### src/rtl/lpg_pkg.sv
// ----------------------------------------------------------------------------
// lpg_pkg
// Shared types and constants for the LED pattern generator core.
// ----------------------------------------------------------------------------
package lpg_pkg;

	// input word: tick or pattern select
	typedef struct packed {
		logic       command;
		logic [3:0] pattern_number;
	} lpg_item_t;

	// result word
	typedef struct packed {
		logic [7:0] level;
		logic [2:0] current_pattern;
		logic       bad_pattern;
	} lpg_result_t;

	// configuration register file contents
	typedef struct packed {
		logic [7:0]  max_level;
		logic [6:0]  breathe_step;
		logic [10:0] blink_on_ms;
		logic [10:0] blink_off_ms;
		logic [7:0]  dim_level;
		logic [11:0] dim_delay_ms;
	} lpg_cfg_t;

	localparam int CFG_IDX_W  = 3;
	localparam int CFG_DATA_W = 12;
	localparam int CNT_W      = 12;

	// register indexes
	localparam logic [CFG_IDX_W-1:0] REG_MAX_LEVEL    = 3'd0;
	localparam logic [CFG_IDX_W-1:0] REG_BREATHE_STEP = 3'd1;
	localparam logic [CFG_IDX_W-1:0] REG_BLINK_ON     = 3'd2;
	localparam logic [CFG_IDX_W-1:0] REG_BLINK_OFF    = 3'd3;
	localparam logic [CFG_IDX_W-1:0] REG_DIM_LEVEL    = 3'd4;
	localparam logic [CFG_IDX_W-1:0] REG_DIM_DELAY    = 3'd5;

	// register reset values
	localparam logic [7:0]  RST_MAX_LEVEL    = 8'd255;
	localparam logic [6:0]  RST_BREATHE_STEP = 7'd5;
	localparam logic [10:0] RST_BLINK_ON     = 11'd500;
	localparam logic [10:0] RST_BLINK_OFF    = 11'd500;
	localparam logic [7:0]  RST_DIM_LEVEL    = 8'd51;
	localparam logic [11:0] RST_DIM_DELAY    = 12'd1100;

	// breathing segment lengths in ms
	localparam logic [CNT_W-1:0] HOLD_OFF_MS = 12'd30;
	localparam logic [CNT_W-1:0] RISE_MS     = 12'd45;
	localparam logic [CNT_W-1:0] PAUSE_MS    = 12'd20;
	localparam logic [CNT_W-1:0] FALL_MS     = 12'd31;

	// breathing phases
	localparam logic [1:0] PH_OFF   = 2'd0;
	localparam logic [1:0] PH_UP    = 2'd1;
	localparam logic [1:0] PH_PAUSE = 2'd2;
	localparam logic [1:0] PH_DOWN  = 2'd3;

	// blink phases
	localparam logic [1:0] BL_IDLE = 2'd0;
	localparam logic [1:0] BL_ON   = 2'd1;
	localparam logic [1:0] BL_OFF  = 2'd2;

	// pattern numbers
	localparam logic [2:0] PAT_NONE    = 3'd0;
	localparam logic [2:0] PAT_SOLID   = 3'd1;
	localparam logic [2:0] PAT_OFF     = 3'd2;
	localparam logic [2:0] PAT_BREATHE = 3'd3;
	localparam logic [2:0] PAT_BLINK   = 3'd4;
	localparam logic [2:0] PAT_ONCE    = 3'd5;
	localparam logic [2:0] PAT_DIM     = 3'd6;

endpackage

### src/rtl/led_pattern_generator_core.sv
// ----------------------------------------------------------------------------
// led_pattern_generator_core
// LED pattern generator: ticks and pattern commands in, LED level out.
// ----------------------------------------------------------------------------
// Takes one word per clock when the result side keeps up. A word is held in
// an input register, the pattern state is updated from it by one pass of
// add/compare/clamp logic, and the result lands in an output register once
// any earlier result there is taken. The input register frees as soon as its
// word moves to the output register, so a new word is taken while a finished
// result still waits. cfg_ready is always high; the user must write registers
// only while no word is in flight; the block itself does not enforce this.
module led_pattern_generator_core
	import lpg_pkg::*;
(
	input  logic                  clk,
	input  logic                  arst_n,

	input  logic                  item_valid,
	output logic                  item_ready,
	input  lpg_item_t             item,

	output logic                  result_valid,
	input  logic                  result_ready,
	output lpg_result_t           result,

	input  logic                  cfg_valid,
	output logic                  cfg_ready,
	input  logic [CFG_IDX_W-1:0]  cfg_index,
	input  logic [CFG_DATA_W-1:0] cfg_data
);

	lpg_cfg_t    cfg;
	lpg_item_t   item_s1;
	logic        valid_s1;
	logic        advance;
	lpg_result_t next_result;
	lpg_result_t result_q;
	logic        result_valid_q;

	assign cfg_ready  = 1'b1;
	assign advance    = valid_s1 && (!result_valid_q || result_ready);
	assign item_ready = !valid_s1 || advance;

	lpg_cfg u_cfg (
		.clk      (clk),
		.arst_n   (arst_n),
		.wr_en    (cfg_valid && cfg_ready),
		.wr_index (cfg_index),
		.wr_data  (cfg_data),
		.cfg      (cfg)
	);

	// input register
	always_ff @(posedge clk or negedge arst_n) begin
		if (!arst_n) begin
			valid_s1 <= 1'b0;
		end else if (item_ready) begin
			valid_s1 <= item_valid;
		end
	end

	always_ff @(posedge clk) begin
		if (item_valid && item_ready) begin
			item_s1 <= item;
		end
	end

	lpg_engine u_engine (
		.clk    (clk),
		.arst_n (arst_n),
		.fire   (advance),
		.item   (item_s1),
		.cfg    (cfg),
		.result (next_result)
	);

	// output register
	always_ff @(posedge clk or negedge arst_n) begin
		if (!arst_n) begin
			result_valid_q <= 1'b0;
		end else if (advance) begin
			result_valid_q <= 1'b1;
		end else if (result_ready) begin
			result_valid_q <= 1'b0;
		end
	end

	always_ff @(posedge clk) begin
		if (advance) begin
			result_q <= next_result;
		end
	end

	assign result_valid = result_valid_q;
	assign result       = result_q;

endmodule

### src/rtl/lpg_cfg.sv
// ----------------------------------------------------------------------------
// lpg_cfg
// Configuration register file, written through a write-enable port.
// ----------------------------------------------------------------------------
module lpg_cfg
	import lpg_pkg::*;
(
	input  logic                  clk,
	input  logic                  arst_n,
	input  logic                  wr_en,
	input  logic [CFG_IDX_W-1:0]  wr_index,
	input  logic [CFG_DATA_W-1:0] wr_data,
	output lpg_cfg_t              cfg
);

	lpg_cfg_t cfg_q;

	always_ff @(posedge clk or negedge arst_n) begin
		if (!arst_n) begin
			cfg_q.max_level    <= RST_MAX_LEVEL;
			cfg_q.breathe_step <= RST_BREATHE_STEP;
			cfg_q.blink_on_ms  <= RST_BLINK_ON;
			cfg_q.blink_off_ms <= RST_BLINK_OFF;
			cfg_q.dim_level    <= RST_DIM_LEVEL;
			cfg_q.dim_delay_ms <= RST_DIM_DELAY;
		end else if (wr_en) begin
			unique case (wr_index)
				REG_MAX_LEVEL:    cfg_q.max_level    <= wr_data[7:0];
				REG_BREATHE_STEP: cfg_q.breathe_step <= wr_data[6:0];
				REG_BLINK_ON:     cfg_q.blink_on_ms  <= wr_data[10:0];
				REG_BLINK_OFF:    cfg_q.blink_off_ms <= wr_data[10:0];
				REG_DIM_LEVEL:    cfg_q.dim_level    <= wr_data[7:0];
				REG_DIM_DELAY:    cfg_q.dim_delay_ms <= wr_data[11:0];
				default: ;
			endcase
		end
	end

	assign cfg = cfg_q;

endmodule

### src/rtl/lpg_engine.sv
// ----------------------------------------------------------------------------
// lpg_engine
// Pattern state and next-state logic; one word is applied per fire.
// ----------------------------------------------------------------------------
module lpg_engine
	import lpg_pkg::*;
(
	input  logic        clk,
	input  logic        arst_n,
	input  logic        fire,
	input  lpg_item_t   item,
	input  lpg_cfg_t    cfg,
	output lpg_result_t result
);

	logic [2:0]       active_q,  active_d;
	logic [1:0]       bphase_q,  bphase_d;
	logic             breath_q,  breath_d;
	logic [7:0]       level_q,   level_d;
	logic [CNT_W-1:0] step_cnt_q, step_cnt_d;
	logic [1:0]       blink_q,   blink_d;
	logic [CNT_W-1:0] dim_cnt_q, dim_cnt_d;
	logic             dim_pend_q, dim_pend_d;
	logic             bad;

	logic [8:0]       up_sum;
	logic [7:0]       dim_clamped;
	logic             pat_ok;
	logic [CNT_W-1:0] on_time;
	logic [CNT_W-1:0] off_time;

	assign up_sum      = {1'b0, level_q} + {2'b00, cfg.breathe_step};
	assign dim_clamped = (cfg.dim_level < cfg.max_level) ? cfg.dim_level : cfg.max_level;
	assign pat_ok      = (item.pattern_number >= {1'b0, PAT_SOLID}) &&
	                     (item.pattern_number <= {1'b0, PAT_DIM});
	assign on_time     = {1'b0, cfg.blink_on_ms};
	assign off_time    = {1'b0, cfg.blink_off_ms};

	always_comb begin
		active_d   = active_q;
		bphase_d   = bphase_q;
		breath_d   = breath_q;
		level_d    = level_q;
		step_cnt_d = step_cnt_q;
		blink_d    = blink_q;
		dim_cnt_d  = dim_cnt_q;
		dim_pend_d = dim_pend_q;
		bad        = 1'b0;

		if (item.command) begin
			breath_d   = 1'b0;
			dim_pend_d = 1'b0;
			dim_cnt_d  = '0;
			if (pat_ok) begin
				blink_d    = BL_IDLE;
				step_cnt_d = '0;
				active_d   = item.pattern_number[2:0];
				case (item.pattern_number[2:0])
					PAT_SOLID: level_d = cfg.max_level;
					PAT_OFF:   level_d = '0;
					PAT_BREATHE: begin
						// first breathing step from the off phase
						level_d    = '0;
						bphase_d   = PH_UP;
						step_cnt_d = HOLD_OFF_MS;
						breath_d   = 1'b1;
					end
					default: begin
						level_d    = cfg.max_level;
						blink_d    = BL_ON;
						step_cnt_d = on_time;
						if (item.pattern_number[2:0] == PAT_DIM) begin
							dim_pend_d = 1'b1;
							dim_cnt_d  = cfg.dim_delay_ms;
						end
					end
				endcase
			end else begin
				bad = 1'b1;
			end
		end else begin
			if (breath_q) begin
				if (step_cnt_q <= 12'd1) begin
					unique case (bphase_q)
						PH_OFF: begin
							level_d    = '0;
							bphase_d   = PH_UP;
							step_cnt_d = HOLD_OFF_MS;
						end
						PH_UP: begin
							if (up_sum > {1'b0, cfg.max_level}) begin
								level_d  = cfg.max_level;
								bphase_d = PH_PAUSE;
							end else begin
								level_d = up_sum[7:0];
							end
							step_cnt_d = RISE_MS;
						end
						PH_PAUSE: begin
							level_d    = cfg.max_level;
							bphase_d   = PH_DOWN;
							step_cnt_d = PAUSE_MS;
						end
						default: begin
							if (level_q < {1'b0, cfg.breathe_step}) begin
								level_d  = '0;
								bphase_d = PH_OFF;
							end else begin
								level_d = level_q - {1'b0, cfg.breathe_step};
							end
							step_cnt_d = FALL_MS;
						end
					endcase
				end else begin
					step_cnt_d = step_cnt_q - 12'd1;
				end
			end else if (blink_q != BL_IDLE) begin
				if (step_cnt_q <= 12'd1) begin
					if (blink_q == BL_ON) begin
						level_d    = '0;
						blink_d    = BL_OFF;
						step_cnt_d = off_time;
					end else if (blink_q == BL_OFF && active_q == PAT_BLINK) begin
						level_d    = cfg.max_level;
						blink_d    = BL_ON;
						step_cnt_d = on_time;
					end else begin
						blink_d    = BL_IDLE;
						step_cnt_d = '0;
					end
				end else begin
					step_cnt_d = step_cnt_q - 12'd1;
				end
			end
			// dim expiry overrides any blink in progress
			if (dim_pend_q) begin
				if (dim_cnt_q <= 12'd1) begin
					dim_pend_d = 1'b0;
					dim_cnt_d  = '0;
					blink_d    = BL_IDLE;
					step_cnt_d = '0;
					level_d    = dim_clamped;
				end else begin
					dim_cnt_d = dim_cnt_q - 12'd1;
				end
			end
		end
	end

	always_ff @(posedge clk or negedge arst_n) begin
		if (!arst_n) begin
			active_q   <= PAT_NONE;
			bphase_q   <= PH_OFF;
			breath_q   <= 1'b0;
			level_q    <= '0;
			step_cnt_q <= '0;
			blink_q    <= BL_IDLE;
			dim_cnt_q  <= '0;
			dim_pend_q <= 1'b0;
		end else if (fire) begin
			active_q   <= active_d;
			bphase_q   <= bphase_d;
			breath_q   <= breath_d;
			level_q    <= level_d;
			step_cnt_q <= step_cnt_d;
			blink_q    <= blink_d;
			dim_cnt_q  <= dim_cnt_d;
			dim_pend_q <= dim_pend_d;
		end
	end

	assign result.level           = level_d;
	assign result.current_pattern = active_d;
	assign result.bad_pattern     = bad;

`ifndef SYNTH
	a_breath_no_blink: assert property (@(posedge clk) disable iff (!arst_n)
		breath_q |-> (blink_q == BL_IDLE && active_q == PAT_BREATHE))
		else $error("breathing active alongside blink or wrong pattern");

	a_dim_only_p6: assert property (@(posedge clk) disable iff (!arst_n)
		dim_pend_q |-> (active_q == PAT_DIM))
		else $error("dim pending outside pattern six");

	a_blink_pattern: assert property (@(posedge clk) disable iff (!arst_n)
		(blink_q != BL_IDLE) |->
		(active_q == PAT_BLINK || active_q == PAT_ONCE || active_q == PAT_DIM))
		else $error("blink running under a non-blink pattern");

	a_tick_not_bad: assert property (@(posedge clk) disable iff (!arst_n)
		(fire && !item.command) |-> !result.bad_pattern)
		else $error("bad pattern flagged on a tick");
`endif

endmodule
### config.mk
export PLATFORM = sky130hd
export DESIGN_NAME = led_pattern_generator_core
export DESIGN_NICKNAME = d
export VERILOG_FILES = /design/src/rtl/lpg_pkg.sv /design/src/rtl/led_pattern_generator_core.sv /design/src/rtl/lpg_cfg.sv /design/src/rtl/lpg_engine.sv
export SDC_FILE = /design/constraint.sdc
export NUM_CORES = 1
export LEC_CHECK = 0
export BUFFER_PORTS_ARGS = -buffer_cell sky130_fd_sc_hd__buf_2
export CORE_ASPECT_RATIO = 0.5
export CORE_UTILIZATION = 45
export CTS_CLUSTER_SIZE = 24
export DETAILED_ROUTE_END_ITERATION = 8
export PLACE_DENSITY = 0.76
export SKIP_CTS_REPAIR_TIMING = 1
export SYNTH_ARGS = -nofsm -noshare
export SYNTH_HDL_FRONTEND = slang
export SYNTH_SLANG_ARGS = --single-unit
### constraint.sdc
create_clock -name clk -period 4.4 [get_ports clk]
set_input_delay 0.44 -clock clk [delete_from_list [all_inputs] [get_ports clk]]
set_output_delay 0.44 -clock clk [all_outputs]
set_load 0.005 [all_outputs]
==> metrics.txt, run 1 <==
# TYPE chip_impl_metric gauge
chip_impl_info{name="run_status",value="complete, no violations"} 1
chip_impl_metric{name="final_layout_size_suffix_gt1_share",unit="%"} 22.2
chip_impl_metric{name="synth.lib_cells_used.distinct",unit=""} 76
chip_impl_metric{name="drt-vias-per-instance",unit=""} 6.35
chip_impl_metric{name="filler_cell_count",unit=""} 1407
chip_impl_metric{name="ioPinCount",unit=""} 40
chip_impl_metric{name="fp-row-count",unit=""} 32
chip_impl_metric{name="grt.overflow.total",unit=""} 0
chip_impl_metric{name="avgRoutedWirePerCell",unit="um"} 21.6
chip_impl_metric{name="timing.final.crit_share",unit="%"} 95.1
chip_impl_metric{name="clk_path_buf_depth",unit=""} 2
chip_impl_metric{name="detailedPlacementHpwl",unit="um"} 16300
chip_impl_metric{name="worst_path_largest_cell_delay",unit="ns"} 0.54
chip_impl_metric{name="critical_path_peak_fanout",unit=""} 5
chip_impl_metric{name="num-nets-final",unit=""} 899
chip_impl_metric{name="netlist_area",unit="um^2"} 7450
chip_impl_metric{name="dp.cells",unit=""} 1037
chip_impl_metric{name="clk_pin_slew_worst_paths",unit="ns"} 0.06
chip_impl_metric{name="layout-area-overhead-vs-synth",unit="%"} 14.2
chip_impl_info{name="hp-class",value="primary input to async pin"} 1
chip_impl_info{name="worstSetupPathType",value="flop to flop"} 1
chip_impl_metric{name="asyncSetResetFlopFracSynth",unit="%"} 85.5
chip_impl_metric{name="grt_pass1_vias",unit=""} 6741
chip_impl_metric{name="post_syn_nets",unit=""} 858
chip_impl_info{name="clock_root_buffer",value="sky130_fd_sc_hd__clkbuf_16"} 1
chip_impl_metric{name="routed-via-count",unit=""} 6793
chip_impl_info{name="grt_setup_unrepaired",value="no"} 1
chip_impl_metric{name="finalSetupViolations",unit=""} 0
chip_impl_metric{name="final_hold_viol_count",unit=""} 0
chip_impl_metric{name="worstPathArrival",unit="ns"} 4.31
chip_impl_metric{name="dieHeight",unit="um"} 93.0
chip_impl_metric{name="initial_utilization",unit="%"} 47.2
chip_impl_metric{name="max_cap_violations",unit=""} 0
chip_impl_metric{name="final-instance-count-excl-fill",unit=""} 1069
chip_impl_info{name="cpMaxStageDelayCell",value="sky130_fd_sc_hd__dfstp_2"} 1
chip_impl_metric{name="synthCells",unit=""} 794
chip_impl_info{name="cts_tree",value="done"} 1
chip_impl_metric{name="numPortBuffers",unit=""} 38
chip_impl_info{name="synth_ff_type",value="sky130_fd_sc_hd__dfrtp_1"} 1
chip_impl_metric{name="cp_data_required_time",unit="ns"} 4.52
chip_impl_metric{name="synth_enable_flop_cells",unit=""} 17
chip_impl_metric{name="floorplan_die_width",unit="um"} 184
chip_impl_metric{name="postLayoutCoreUtil",unit="%"} 54.0
chip_impl_metric{name="detail_route.iter0.violations",unit=""} 926
chip_impl_metric{name="maxSlewHeadroom",unit="%"} 23.4
chip_impl_metric{name="clock_sinks",unit=""} 117
chip_impl_metric{name="final_wtd_congestion",unit=""} 1.03
chip_impl_metric{name="drc_errors",unit=""} 0
chip_impl_metric{name="firstDrtPassIters",unit=""} 6
chip_impl_metric{name="max_slew.worst_pin.slew",unit="ns"} 1.15
chip_impl_metric{name="cts_htree_levels",unit=""} 4
chip_impl_metric{name="core_area",unit="um^2"} 15800
chip_impl_metric{name="syn-mean-instance-area",unit="um^2"} 9.39
chip_impl_info{name="most_common_cell_on_crit_path",value="sky130_fd_sc_hd__ha_1"} 1
chip_impl_info{name="crit_chain",value="ha_1, inv_1, fa_2, or3_4, a31oi_4, nor4_1, a211oi_2, ha_1, a21o_1, a211oi_1, a211o_1, buf_4, nand2_1, a21oi_1, nor3_1, o31ai_1, o21ai_0"} 1
chip_impl_metric{name="cellPowerDensity",unit="nW/um^2"} 716
chip_impl_metric{name="grtUsageTotal",unit="%"} 28.6
chip_impl_metric{name="cts-buffers-inserted",unit=""} 17
chip_impl_metric{name="grt_start_max_net_pins",unit=""} 71
chip_impl_metric{name="yosysSeqAreaShare",unit="%"} 40.9
chip_impl_metric{name="finalCriticalPeriod",unit="ns"} 4.18
chip_impl_metric{name="timing.reg2reg.setup_slack",unit="ns"} 0.22
chip_impl_metric{name="timing.setup.tns",unit="ns"} 0
chip_impl_info{name="setup.worst_path.start_class",value="flop"} 1
chip_impl_metric{name="final-max-slew-violation-count",unit=""} 0
chip_impl_metric{name="fin_worst_skew",unit="ns"} 0.0126
chip_impl_metric{name="yosys_register_bits",unit=""} 117
chip_impl_metric{name="yosysWarningCount",unit=""} 0
chip_impl_info{name="layout.cells.most_common_list",value="78 x sky130_fd_sc_hd__o21ai_0, 77 x sky130_fd_sc_hd__nand2_1, 70 x sky130_fd_sc_hd__dfrtp_1"} 1
chip_impl_info{name="timing.critical_path.to_type",value="flop"} 1
chip_impl_metric{name="die_area",unit="um^2"} 17100
chip_impl_metric{name="p_leak",unit="nW"} 3.50
chip_impl_metric{name="initial_antenna_violation_count",unit=""} 0
chip_impl_metric{name="clock_insertion_delay_worst_skew",unit="ns"} 0.42
chip_impl_metric{name="achievable-frequency",unit="GHz"} 0.239
chip_impl_metric{name="first_pass_grt_wire_length",unit="um"} 37400
chip_impl_metric{name="fin_hold_ws",unit="ns"} 0.150
chip_impl_metric{name="worst_ir_drop_vdd",unit="uV"} 263
chip_impl_info{name="most_common_library_cell_in_the_layout_ignoring_fill_and_taps",value="sky130_fd_sc_hd__o21ai_0"} 1
chip_impl_metric{name="num_antenna_cells",unit=""} 0
chip_impl_metric{name="route.final.wire_length",unit="um"} 23100
chip_impl_metric{name="ant_nets",unit=""} 0
critical path, delay by kind of cell (launching register included):
family,cells,cell delay (ns)
AO/OA/AOI/OAI,8,1.68
adder cells (fa/ha/maj),3,0.80
buffers and inverters,2,0.20
flip-flops,1,0.54
AND/OR/NAND/NOR,4,0.67
cells in the mapped netlist, drive strengths merged, types with 3 or more instances:
| library cell | instances | share of area [%] |
|---|---|---|
| a221oi | 11 | 1.3 |
| xor2 | 3 | 0.35 |
| o31ai | 5 | 0.50 |
| mux2i | 8 | 1.1 |
| a21o | 5 | 0.50 |
| a22oi | 25 | 2.5 |
| o211ai | 8 | 0.81 |
| ha | 37 | 6.2 |
| nor2 | 62 | 3.2 |
| a31oi | 6 | 0.59 |
| and2 | 6 | 0.50 |
| nand3b | 3 | 0.30 |
| o22ai | 3 | 0.25 |
| buf | 10 | 0.84 |
| a21oi | 46 | 3.1 |
| a32oi | 8 | 0.94 |
| clkbuf | 29 | 1.5 |
| nand4 | 4 | 0.34 |
| nor2b | 8 | 0.67 |
| nor3b | 3 | 0.30 |
| edfxtp | 17 | 6.9 |
| o31a | 4 | 0.47 |
| a211oi | 11 | 1.2 |
| nand2 | 78 | 4.0 |
| inv | 39 | 2.0 |
| o21ai | 84 | 5.6 |
| o21a | 5 | 0.50 |
| nand3 | 11 | 0.74 |
| nand2b | 8 | 0.67 |
| nand4b | 3 | 0.35 |
| nor3 | 17 | 1.1 |
| or3 | 4 | 0.34 |
| a221o | 9 | 1.2 |
| xnor2 | 5 | 0.59 |
| nor4 | 16 | 1.7 |
| mux2 | 48 | 7.3 |
| dfrtp | 70 | 24 |
| a211o | 3 | 0.35 |
| and3 | 8 | 0.67 |
| dfstp | 30 | 11 |
sequential cells by signal (all words and copies together) (netlist names):
name	count
item_s1	5
result	12
result_valid	1
u_cfg.cfg	57
u_engine.active_q	3
u_engine.blink_q	2
u_engine.bphase_q	2
u_engine.breath_q	1
u_engine.dim_cnt_q	12
u_engine.dim_pend_q	1
u_engine.level_q	8
u_engine.step_cnt_q	12
valid_s1	1
cells by family (layout without fill, tap and decap cells):
family	count (synthesis)	count (layout)	share of synthesized area, %
AOI/OAI and AO/OA	256	256	22.9
xor gates and xnor gates	8	8	0.940
adders and majority gates	39	39	6.75
buffers and inverters	79	133	4.31
DFF	117	117	40.9
muxes	56	56	8.33
other	1	1	0.0503
and+or+nand+nor	238	238	15.8
final cells by class:
type                       count  area (um^2)  area share (%)
clock inverter                 7         46.3           0.544
multi-input combinational    598         4120            48.4
timing repair buffer          61          365            4.29
inverter                      40          150            1.76
sequential                   117         3050            35.8
tap                          221          277            3.25
clock buffer                  25          508            5.97
report_power, final:
| part | switching (W) | internal (W) | leakage [nW] |
|---|---|---|---|
| clock | 0.000510 | 0.000801 | 0.272 |
| sequential | 0.000364 | 0.00146 | 1.35 |
| combinational | 0.00178 | 0.00119 | 1.88 |
| total | 0.00265 | 0.00345 | 3.50 |
routing by layer:
layer  GRT usage [%]  up-vias  part of all wire [%]
met1            38.8     3296                    42
li1                -     3041                     -
met2            45.2      392                    45
met4            11.5        0                   3.1
met5               0        -                     0
met3            5.65       64                   9.5
stage by stage:
stage / setup WS [ns] / total power, W / instance area, um^2
global route: 0.00926 / 0.00649 / 8510
global placement: 0.186 / 0.00454 / 7930
finish: 0.217 / 0.00610 / 8510
CTS: 0.0145 / 0.00598 / 8480
detailed placement: 0.0398 / 0.00461 / 7930
floorplan: 0.153 / 0.00377 / 7450
path summary, 6_finish.rpt:
kind,startpoint,to,depth (start not counted)
worst max-delay path,u_cfg.cfg[42],result[8],17
worst min-delay path,arst_n,u_engine.dim_cnt_q[6],1
worst max register to register,u_cfg.cfg[42],result[8],17
worst min register to register,item_s1[3],u_engine.breath_q,1
max in group asynchronous,arst_n,u_cfg.cfg[37],2
min in group clk,item[3],item_s1[3],1
No activity file was read; power rests on OpenSTA's default activity.
==> run 2: changes to the inputs <==
--- a/config.mk
+++ b/config.mk
@@ -7,10 +7,11 @@
 export LEC_CHECK = 0
 export BUFFER_PORTS_ARGS = -buffer_cell sky130_fd_sc_hd__buf_2
 export CORE_ASPECT_RATIO = 0.5
-export CORE_UTILIZATION = 45
+export CORE_UTILIZATION = 40
 export CTS_CLUSTER_SIZE = 24
 export DETAILED_ROUTE_END_ITERATION = 8
-export PLACE_DENSITY = 0.76
+export PLACE_DENSITY = 0.7
+export REMOVE_ABC_BUFFERS = 1
 export SKIP_CTS_REPAIR_TIMING = 1
 export SYNTH_ARGS = -nofsm -noshare
 export SYNTH_HDL_FRONTEND = slang
==> run 2 against run 1 <==
Against the previous run:
- total power rose by 1.2%
- fmax fell by 2.3%
- wire length fell by 1.8%
- first-iteration DRC count fell by 24%
==> metrics.txt, run 2 (synthesis results as in run 1) <==
# TYPE chip_impl_metric gauge
chip_impl_metric{name="final-max-slew-violation-count",unit=""} 0
chip_impl_info{name="run_status",value="complete, no violations"} 1
chip_impl_metric{name="finalSetupViolations",unit=""} 0
chip_impl_metric{name="timing.final.crit_share",unit="%"} 97.3
chip_impl_metric{name="cp_data_required_time",unit="ns"} 4.57
chip_impl_info{name="grt.busiest_layer",value="met2"} 1
chip_impl_info{name="cpMaxStageDelayCell",value="sky130_fd_sc_hd__dfstp_2"} 1
chip_impl_info{name="most_common_library_cell_in_the_layout_ignoring_fill_and_taps",value="sky130_fd_sc_hd__o21ai_0"} 1
chip_impl_metric{name="cts_htree_levels",unit=""} 4
chip_impl_metric{name="grt_start_max_net_pins",unit=""} 62
chip_impl_metric{name="route.final.wire_length",unit="um"} 22700
chip_impl_metric{name="critical_path_peak_fanout",unit=""} 5
chip_impl_metric{name="fp-row-count",unit=""} 34
chip_impl_metric{name="filler_cell_count",unit=""} 1665
chip_impl_metric{name="p_leak",unit="nW"} 3.50
chip_impl_metric{name="clk_pin_slew_worst_paths",unit="ns"} 0.07
chip_impl_metric{name="dieHeight",unit="um"} 98.5
chip_impl_metric{name="num_antenna_cells",unit=""} 0
chip_impl_metric{name="drt-vias-per-instance",unit=""} 6.14
chip_impl_metric{name="initial_antenna_violation_count",unit=""} 0
chip_impl_metric{name="firstDrtPassIters",unit=""} 6
chip_impl_metric{name="avgRoutedWirePerCell",unit="um"} 21.0
chip_impl_metric{name="netSwitchingPower",unit="W"} 0.00270
chip_impl_metric{name="achievable-frequency",unit="GHz"} 0.234
chip_impl_metric{name="grt_pass1_vias",unit=""} 6270
chip_impl_info{name="layout.cells.most_common_list",value="78 x sky130_fd_sc_hd__o21ai_0, 76 x sky130_fd_sc_hd__nand2_1, 70 x sky130_fd_sc_hd__dfrtp_1"} 1
chip_impl_metric{name="pre_cts_slack",unit="ns"} 0.0355
chip_impl_metric{name="die_area",unit="um^2"} 19200
chip_impl_metric{name="worst_path_largest_cell_delay",unit="ns"} 0.54
chip_impl_info{name="setup.worst_path.start",value="u_cfg.cfg[42]"} 1
chip_impl_metric{name="numPortBuffers",unit=""} 38
chip_impl_metric{name="final_hold_viol_count",unit=""} 0
chip_impl_metric{name="pwr-share-clk",unit="%"} 22.4
chip_impl_info{name="crit_chain",value="ha_1, inv_1, fa_2, or3_4, a31oi_2, nor4_1, a211oi_2, ha_1, and3_1, and3_1, a211o_1, and2_2, mux2i_1, a311oi_2, a211oi_2, a221o_1"} 1
chip_impl_metric{name="seq_power_share",unit="%"} 29.3
chip_impl_info{name="cts_tree",value="done"} 1
chip_impl_metric{name="max_cap_violations",unit=""} 0
chip_impl_metric{name="detail_route.iter0.violations",unit=""} 708
chip_impl_metric{name="worstPathArrival",unit="ns"} 4.45
chip_impl_metric{name="cellPowerDensity",unit="nW/um^2"} 723
chip_impl_metric{name="maxSlewHeadroom",unit="%"} 20.9
chip_impl_metric{name="clock_sinks",unit=""} 117
chip_impl_metric{name="critical_path.n_buffers_inverters",unit=""} 1
chip_impl_metric{name="layout-area-overhead-vs-synth",unit="%"} 14.7
chip_impl_metric{name="final_wtd_congestion",unit=""} 1.01
chip_impl_metric{name="max_slew.worst_pin.slew",unit="ns"} 1.18
chip_impl_metric{name="fin_worst_skew",unit="ns"} 0.0157
chip_impl_metric{name="p_sw_share",unit="%"} 43.7
chip_impl_metric{name="clk_path_buf_depth",unit=""} 2
chip_impl_info{name="hp-class",value="primary input to async pin"} 1
chip_impl_metric{name="drc_errors",unit=""} 0
chip_impl_info{name="r2r-start",value="u_cfg.cfg[42]"} 1
chip_impl_metric{name="use_met1",unit="%"} 34.1
chip_impl_metric{name="grtUsageMet2",unit="%"} 37.6
chip_impl_metric{name="ioPinCount",unit=""} 40
chip_impl_metric{name="floorplan_die_width",unit="um"} 195
chip_impl_metric{name="final-instance-count-excl-fill",unit=""} 1079
chip_impl_metric{name="cts-buffers-inserted",unit=""} 17
chip_impl_metric{name="ant_nets",unit=""} 0
chip_impl_metric{name="dp.cells",unit=""} 1046
chip_impl_metric{name="largest_reg_flops",unit=""} 57
chip_impl_metric{name="grt.overflow.total",unit=""} 0
chip_impl_metric{name="core_area",unit="um^2"} 17800
chip_impl_metric{name="layout.area.seq",unit="um^2"} 3050
chip_impl_metric{name="worst_ir_drop_vdd",unit="uV"} 343
chip_impl_metric{name="initial_utilization",unit="%"} 41.9
chip_impl_metric{name="share_comb_of_total_power",unit="%"} 48.3
chip_impl_metric{name="clock_insertion_delay_worst_skew",unit="ns"} 0.42
chip_impl_metric{name="final_layout_size_suffix_gt1_share",unit="%"} 23.0
chip_impl_info{name="worst_path_dominant_cell_family",value="compound AO/OA/AOI/OAI gates"} 1
chip_impl_metric{name="grtUsageTotal",unit="%"} 24.4
chip_impl_metric{name="multi_input_comb_area",unit="um^2"} 4130
chip_impl_metric{name="grtUsageMet3",unit="%"} 5.61
chip_impl_info{name="setup.worst_path.start_class",value="flop"} 1
chip_impl_metric{name="num-nets-final",unit=""} 896
chip_impl_info{name="clock_root_buffer",value="sky130_fd_sc_hd__clkbuf_16"} 1
chip_impl_metric{name="p_int",unit="W"} 0.00348
chip_impl_metric{name="detailedPlacementHpwl",unit="um"} 16200
chip_impl_metric{name="routed-via-count",unit=""} 6625
chip_impl_metric{name="first_pass_grt_wire_length",unit="um"} 36100
chip_impl_info{name="worstSetupPathType",value="flop to flop"} 1
chip_impl_metric{name="finalCriticalPeriod",unit="ns"} 4.28
chip_impl_metric{name="post-route-worst-setup-slack",unit="ns"} 0.120
chip_impl_info{name="timing.critical_path.to_type",value="flop"} 1
run 2: cell types whose count changed in the layout (fill, tap and decap cells not counted), sizes merged:
cell	previous run	this run
inv	40	47
clkbuf	25	19
bufinv	0	1
clkinv	6	4
buf	61	58
run 2: layer usage:
metal	wire, um	part of all wire [%]
met1	10400	46
met2	10100	45
met3	1730	7.6
met4	403	1.8
met5	0	0
run 2: layout make-up:
class	instances	area share, %
clock buffers	19	5.18
clock inverters	13	1.63
inverters	40	1.76
multi-input cells	598	48.3
flip-flops and latches	117	35.7
well taps	234	3.43
repair buffers	58	4.01
run 2: path summary, 6_finish.rpt:
kind / to / slack, ns / depth (start not counted)
worst max-delay path: result[5] / 0.12 / 16
worst min-delay path: u_engine.dim_cnt_q[5] / 0.1 / 1
worst max register to register: result[5] / 0.12 / 16
worst min register to register: u_engine.breath_q / 0.51 / 1
max in group asynchronous: u_cfg.cfg[54] / 3.26 / 2
min in group clk: item_s1[4] / 0.20 / 1
run 2: metrics by stage:
step / util (%) / setup TNS, ns / power, W / area, um^2 / hold slack [ns]
finish: 48.1 / 0 / 0.00617 / 8550 / 0.0991
global route: 48.1 / -0.00195 / 0.00657 / 8550 / 0.175
CTS: 47.8 / -0.00107 / 0.00606 / 8500 / 0.134
detailed placement: 44.5 / 0 / 0.00465 / 7920 / 0.487
global placement: 44.5 / 0 / 0.00459 / 7920 / 0.471
floorplan: - / 0 / 0.00371 / 7280 / 0.144
run 2: power by group through the flow:
stage	combinational [W]	sequential, W	clock (W)
6_report	0.00298	0.00181	0.00138
2_1_floorplan	0.00200	0.00170	0
3_3_place_gp	0.00278	0.00180	0
5_1_grt	0.00327	0.00185	0.00145
3_5_place_dp	0.00283	0.00181	0
4_1_cts	0.00286	0.00180	0.00140
==> run 3: changes to the inputs <==
--- a/config.mk
+++ b/config.mk
@@ -5,6 +5,7 @@
 export SDC_FILE = /design/constraint.sdc
 export NUM_CORES = 1
 export LEC_CHECK = 0
+export ABC_AREA = 1
 export BUFFER_PORTS_ARGS = -buffer_cell sky130_fd_sc_hd__buf_2
 export CORE_ASPECT_RATIO = 0.5
 export CORE_UTILIZATION = 40
==> run 3 against run 2 <==
Against the previous run:
- count of clock-buffer cells in the layout grew 2
- worst hold slack gained 0.055 ns
- first-iteration DRC count shrank 15%
- die area grew 0.71%
- clock skew shrank 0.0045 ns
- worst setup slack gained 0.53 ns
- via count grew 5.9%
- synthesized area grew 0.72%
- utilization shrank 0.50 points
- combinational power shrank 18%
- global-route usage shrank 1.9 points
- cell count grew 18%
- largest cell class unchanged
==> metrics.txt, run 3 <==
# TYPE chip_impl_metric gauge
chip_impl_metric{name="yosysWarningCount",unit=""} 0
chip_impl_metric{name="dieHeight",unit="um"} 98.9
chip_impl_metric{name="cts_htree_levels",unit=""} 4
chip_impl_metric{name="report.power.total",unit="W"} 0.00565
chip_impl_info{name="run_status",value="complete, no violations"} 1
chip_impl_metric{name="largest_reg_flops",unit=""} 57
chip_impl_info{name="setup.worst_path.start_class",value="flop"} 1
chip_impl_metric{name="final_wtd_congestion",unit=""} 0.955
chip_impl_info{name="ys_top_cells_by_count",value="293 x sky130_fd_sc_hd__nand2_1, 123 x sky130_fd_sc_hd__inv_1, 111 x sky130_fd_sc_hd__o21ai_0"} 1
chip_impl_metric{name="fin_worst_skew",unit="ns"} 0.0112
chip_impl_metric{name="route.final.wire_length",unit="um"} 20800
chip_impl_metric{name="grt.overflow.total",unit=""} 0
chip_impl_metric{name="finalCriticalPeriod",unit="ns"} 3.75
chip_impl_metric{name="synthCells",unit=""} 999
chip_impl_metric{name="maxSlewHeadroom",unit="%"} 30.0
chip_impl_metric{name="grtUsageMet2",unit="%"} 35.3
chip_impl_metric{name="timing.final.crit_share",unit="%"} 85.1
chip_impl_metric{name="achievable-frequency",unit="GHz"} 0.267
chip_impl_metric{name="critical_path.n_buffers_inverters",unit=""} 1
chip_impl_metric{name="core_area",unit="um^2"} 17900
chip_impl_metric{name="clock_sinks",unit=""} 117
chip_impl_metric{name="firstDrtPassIters",unit=""} 5
chip_impl_metric{name="cellPowerDensity",unit="nW/um^2"} 665
chip_impl_metric{name="floorplan_die_width",unit="um"} 196
chip_impl_metric{name="syn-mean-instance-area",unit="um^2"} 7.51
chip_impl_info{name="synth_ff_type",value="sky130_fd_sc_hd__dfrtp_1"} 1
chip_impl_metric{name="grt_pass1_vias",unit=""} 6759
chip_impl_metric{name="critical_path_peak_fanout",unit=""} 15
chip_impl_metric{name="worst-r2r-cell-count",unit=""} 25
chip_impl_metric{name="ioPinCount",unit=""} 40
chip_impl_metric{name="asyncSetResetFlopFracSynth",unit="%"} 85.5
chip_impl_info{name="grt_setup_unrepaired",value="no"} 1
chip_impl_info{name="cell_with_the_most_instances_after_synthesis",value="sky130_fd_sc_hd__nand2_1"} 1
chip_impl_metric{name="synth_simple_gate_area_share",unit="%"} 23.3
chip_impl_info{name="synth.area.top_cells",value="sky130_fd_sc_hd__dfrtp_1 23%, sky130_fd_sc_hd__nand2_1 15%, sky130_fd_sc_hd__dfstp_2 11%, sky130_fd_sc_hd__o21ai_0 7.4%, sky130_fd_sc_hd__edfxtp_1 6.8%"} 1
chip_impl_metric{name="layout-area-overhead-vs-synth",unit="%"} 13.2
chip_impl_metric{name="synth.lib_cells_used.distinct",unit=""} 57
chip_impl_metric{name="fp-row-count",unit=""} 34
chip_impl_metric{name="drt-vias-per-instance",unit=""} 5.51
chip_impl_metric{name="pre_cts_slack",unit="ns"} 0.749
chip_impl_metric{name="numPortBuffers",unit=""} 38
chip_impl_metric{name="first_pass_grt_wire_length",unit="um"} 34300
chip_impl_info{name="critical_path.reg2reg.endpoint",value="u_engine.level_q[1]"} 1
chip_impl_metric{name="max_slew.worst_pin.slew",unit="ns"} 1.04
chip_impl_metric{name="grt_start_max_net_pins",unit=""} 78
chip_impl_metric{name="drc_errors",unit=""} 0
chip_impl_metric{name="use_met1",unit="%"} 31.4
chip_impl_metric{name="max_cap_violations",unit=""} 0
chip_impl_metric{name="num-nets-final",unit=""} 1091
chip_impl_metric{name="synth_enable_flop_cells",unit=""} 17
chip_impl_info{name="yosys.area.top_type",value="sky130_fd_sc_hd__dfrtp_1"} 1
chip_impl_metric{name="ant_nets",unit=""} 0
chip_impl_metric{name="mux_cell_area_share_after_synthesis",unit="%"} 0.150
chip_impl_metric{name="p_leak",unit="nW"} 4.10
chip_impl_metric{name="grtUsageMet3",unit="%"} 3.70
chip_impl_metric{name="yosys_register_bits",unit=""} 117
chip_impl_metric{name="synth-xor-area-share",unit="%"} 1.98
chip_impl_metric{name="initial_antenna_violation_count",unit=""} 0
chip_impl_metric{name="worst_path_largest_cell_delay",unit="ns"} 0.54
chip_impl_metric{name="die_area",unit="um^2"} 19400
chip_impl_metric{name="worst_ir_drop_vdd",unit="uV"} 316
chip_impl_info{name="clock_root_buffer",value="sky130_fd_sc_hd__clkbuf_16"} 1
chip_impl_metric{name="avgRoutedWirePerCell",unit="um"} 16.3
chip_impl_metric{name="netlist_area",unit="um^2"} 7510
chip_impl_metric{name="routed-via-count",unit=""} 7015
chip_impl_metric{name="initial_utilization",unit="%"} 42.0
chip_impl_info{name="most_common_library_cell_in_the_layout_ignoring_fill_and_taps",value="sky130_fd_sc_hd__nand2_1"} 1
chip_impl_metric{name="yosysSeqAreaShare",unit="%"} 40.6
chip_impl_metric{name="clk_path_buf_depth",unit=""} 2
chip_impl_info{name="layout.cells.most_common_list",value="293 x sky130_fd_sc_hd__nand2_1, 123 x sky130_fd_sc_hd__inv_1, 111 x sky130_fd_sc_hd__o21ai_0"} 1
chip_impl_info{name="largest_family_of_logic_cells_by_synthesized_area",value="simple AND/OR/NAND/NOR gates"} 1
chip_impl_info{name="timing.critical_path.to_type",value="flop"} 1
chip_impl_info{name="worstSetupPathType",value="flop to flop"} 1
chip_impl_info{name="cts_tree",value="done"} 1
chip_impl_metric{name="post-route-worst-setup-slack",unit="ns"} 0.654
chip_impl_metric{name="timing.reg2reg.setup_slack",unit="ns"} 0.65
chip_impl_info{name="worst_path_dominant_cell_family",value="simple AND/OR/NAND/NOR gates"} 1
chip_impl_metric{name="final_hold_viol_count",unit=""} 0
chip_impl_metric{name="yosys.area.top_type_share",unit="%"} 23.3
chip_impl_metric{name="worstPathArrival",unit="ns"} 4.11
chip_impl_metric{name="path_depth",unit=""} 25
chip_impl_metric{name="synth-compound-area-share",unit="%"} 18.7
chip_impl_metric{name="cp_data_required_time",unit="ns"} 4.76
chip_impl_metric{name="num_antenna_cells",unit=""} 0
chip_impl_info{name="r2r-start",value="u_cfg.cfg[42]"} 1
chip_impl_info{name="hp-class",value="primary input to async pin"} 1
chip_impl_metric{name="final_layout_size_suffix_gt1_share",unit="%"} 11.4
chip_impl_metric{name="final-max-slew-violation-count",unit=""} 0
chip_impl_metric{name="clk_pin_slew_worst_paths",unit="ns"} 0.06
chip_impl_info{name="most_common_cell_on_crit_path",value="sky130_fd_sc_hd__nand2_1"} 1
chip_impl_info{name="cpMaxStageDelayCell",value="sky130_fd_sc_hd__dfstp_2"} 1
chip_impl_info{name="setup.worst_path.end",value="u_engine.level_q[1]"} 1
chip_impl_info{name="grt.busiest_layer",value="met2"} 1
chip_impl_metric{name="detail_route.iter0.violations",unit=""} 604
chip_impl_metric{name="timing.setup.tns",unit="ns"} 0
chip_impl_info{name="setup.worst_path.start",value="u_cfg.cfg[42]"} 1
chip_impl_metric{name="finalSetupViolations",unit=""} 0
chip_impl_metric{name="cts-buffers-inserted",unit=""} 17
chip_impl_metric{name="detailedPlacementHpwl",unit="um"} 14900
chip_impl_metric{name="post_synth_fa_ha_maj_area_fraction",unit="%"} 6.70
chip_impl_metric{name="grtUsageTotal",unit="%"} 22.5
chip_impl_metric{name="clock_insertion_delay_worst_skew",unit="ns"} 0.43
[run 3: cell count changes after synthesis, sizes merged, moves of 13 or more]
cell,delta
o21ai,+30
mux2,-47
a21oi,+13
xor2,+14
nand2,+218
nand3,+30
nor4,-14
inv,+89
a22oi,-20
[run 3: layout make-up]
type	instances	area, um^2
Fill cell	1744	9370
Multi-Input combinational cell	719	3820
Clock inverter	11	136
Inverter	132	498
Timing Repair Buffer	40	208
Tap cell	234	293
Sequential cell	117	3050
Clock buffer	21	493
[run 3: metal layers]
layer | part of all wire, % | vias up | wire length, um
met5 | 0 | - | 0
met4 | 1.3 | 0 | 261
met3 | 6.0 | 26 | 1250
met2 | 45 | 246 | 9330
met1 | 48 | 3358 | 9920
li1 | - | 3385 | -
[run 3: where the power goes]
| group | internal, W | switching [W] | total [W] |
|---|---|---|---|
| logic | 0.000858 | 0.00158 | 0.00244 |
| clock network | 0.000924 | 0.000545 | 0.00147 |
| registers | 0.00145 | 0.000295 | 0.00174 |
[run 3: per-stage QoR]
| step | utilization [%] | cell area [um^2] | std cells | hold slack [ns] |
|---|---|---|---|---|
| detailed placement | 44.0 | 7870 | 1242 | 0.455 |
| finish | 47.6 | 8500 | 1274 | 0.154 |
| CTS | 47.6 | 8500 | 1274 | 0.192 |
| global route | 47.6 | 8500 | 1274 | 0.191 |
| floorplan | - | 7370 | 968 | 0.144 |
| global placement | 44.0 | 7870 | 1242 | 0.457 |
[run 3: worst min path at each step]
stage               start                      to  slack (ns)
2_1_floorplan      arst_n            result_valid        0.14
3_3_place_gp   item_s1[3]       u_engine.breath_q        0.46
3_5_place_dp   item_s1[3]       u_engine.breath_q        0.45
4_1_cts           item[2]              item_s1[2]        0.19
5_1_grt           item[1]              item_s1[1]        0.19
6_report           arst_n  u_engine.dim_cnt_q[11]        0.15
[run 3: logic make-up (layout without fill, tap and decap cells)]
group | Yosys count | count (layout)
muxes | 1 | 1
DFF | 117 | 117
adders and majority gates | 39 | 39
buffers and inverters | 163 | 204
AOI/OAI and AO/OA | 240 | 240
and+or+nand+nor | 421 | 421
other | 1 | 1
xor gates and xnor gates | 17 | 17
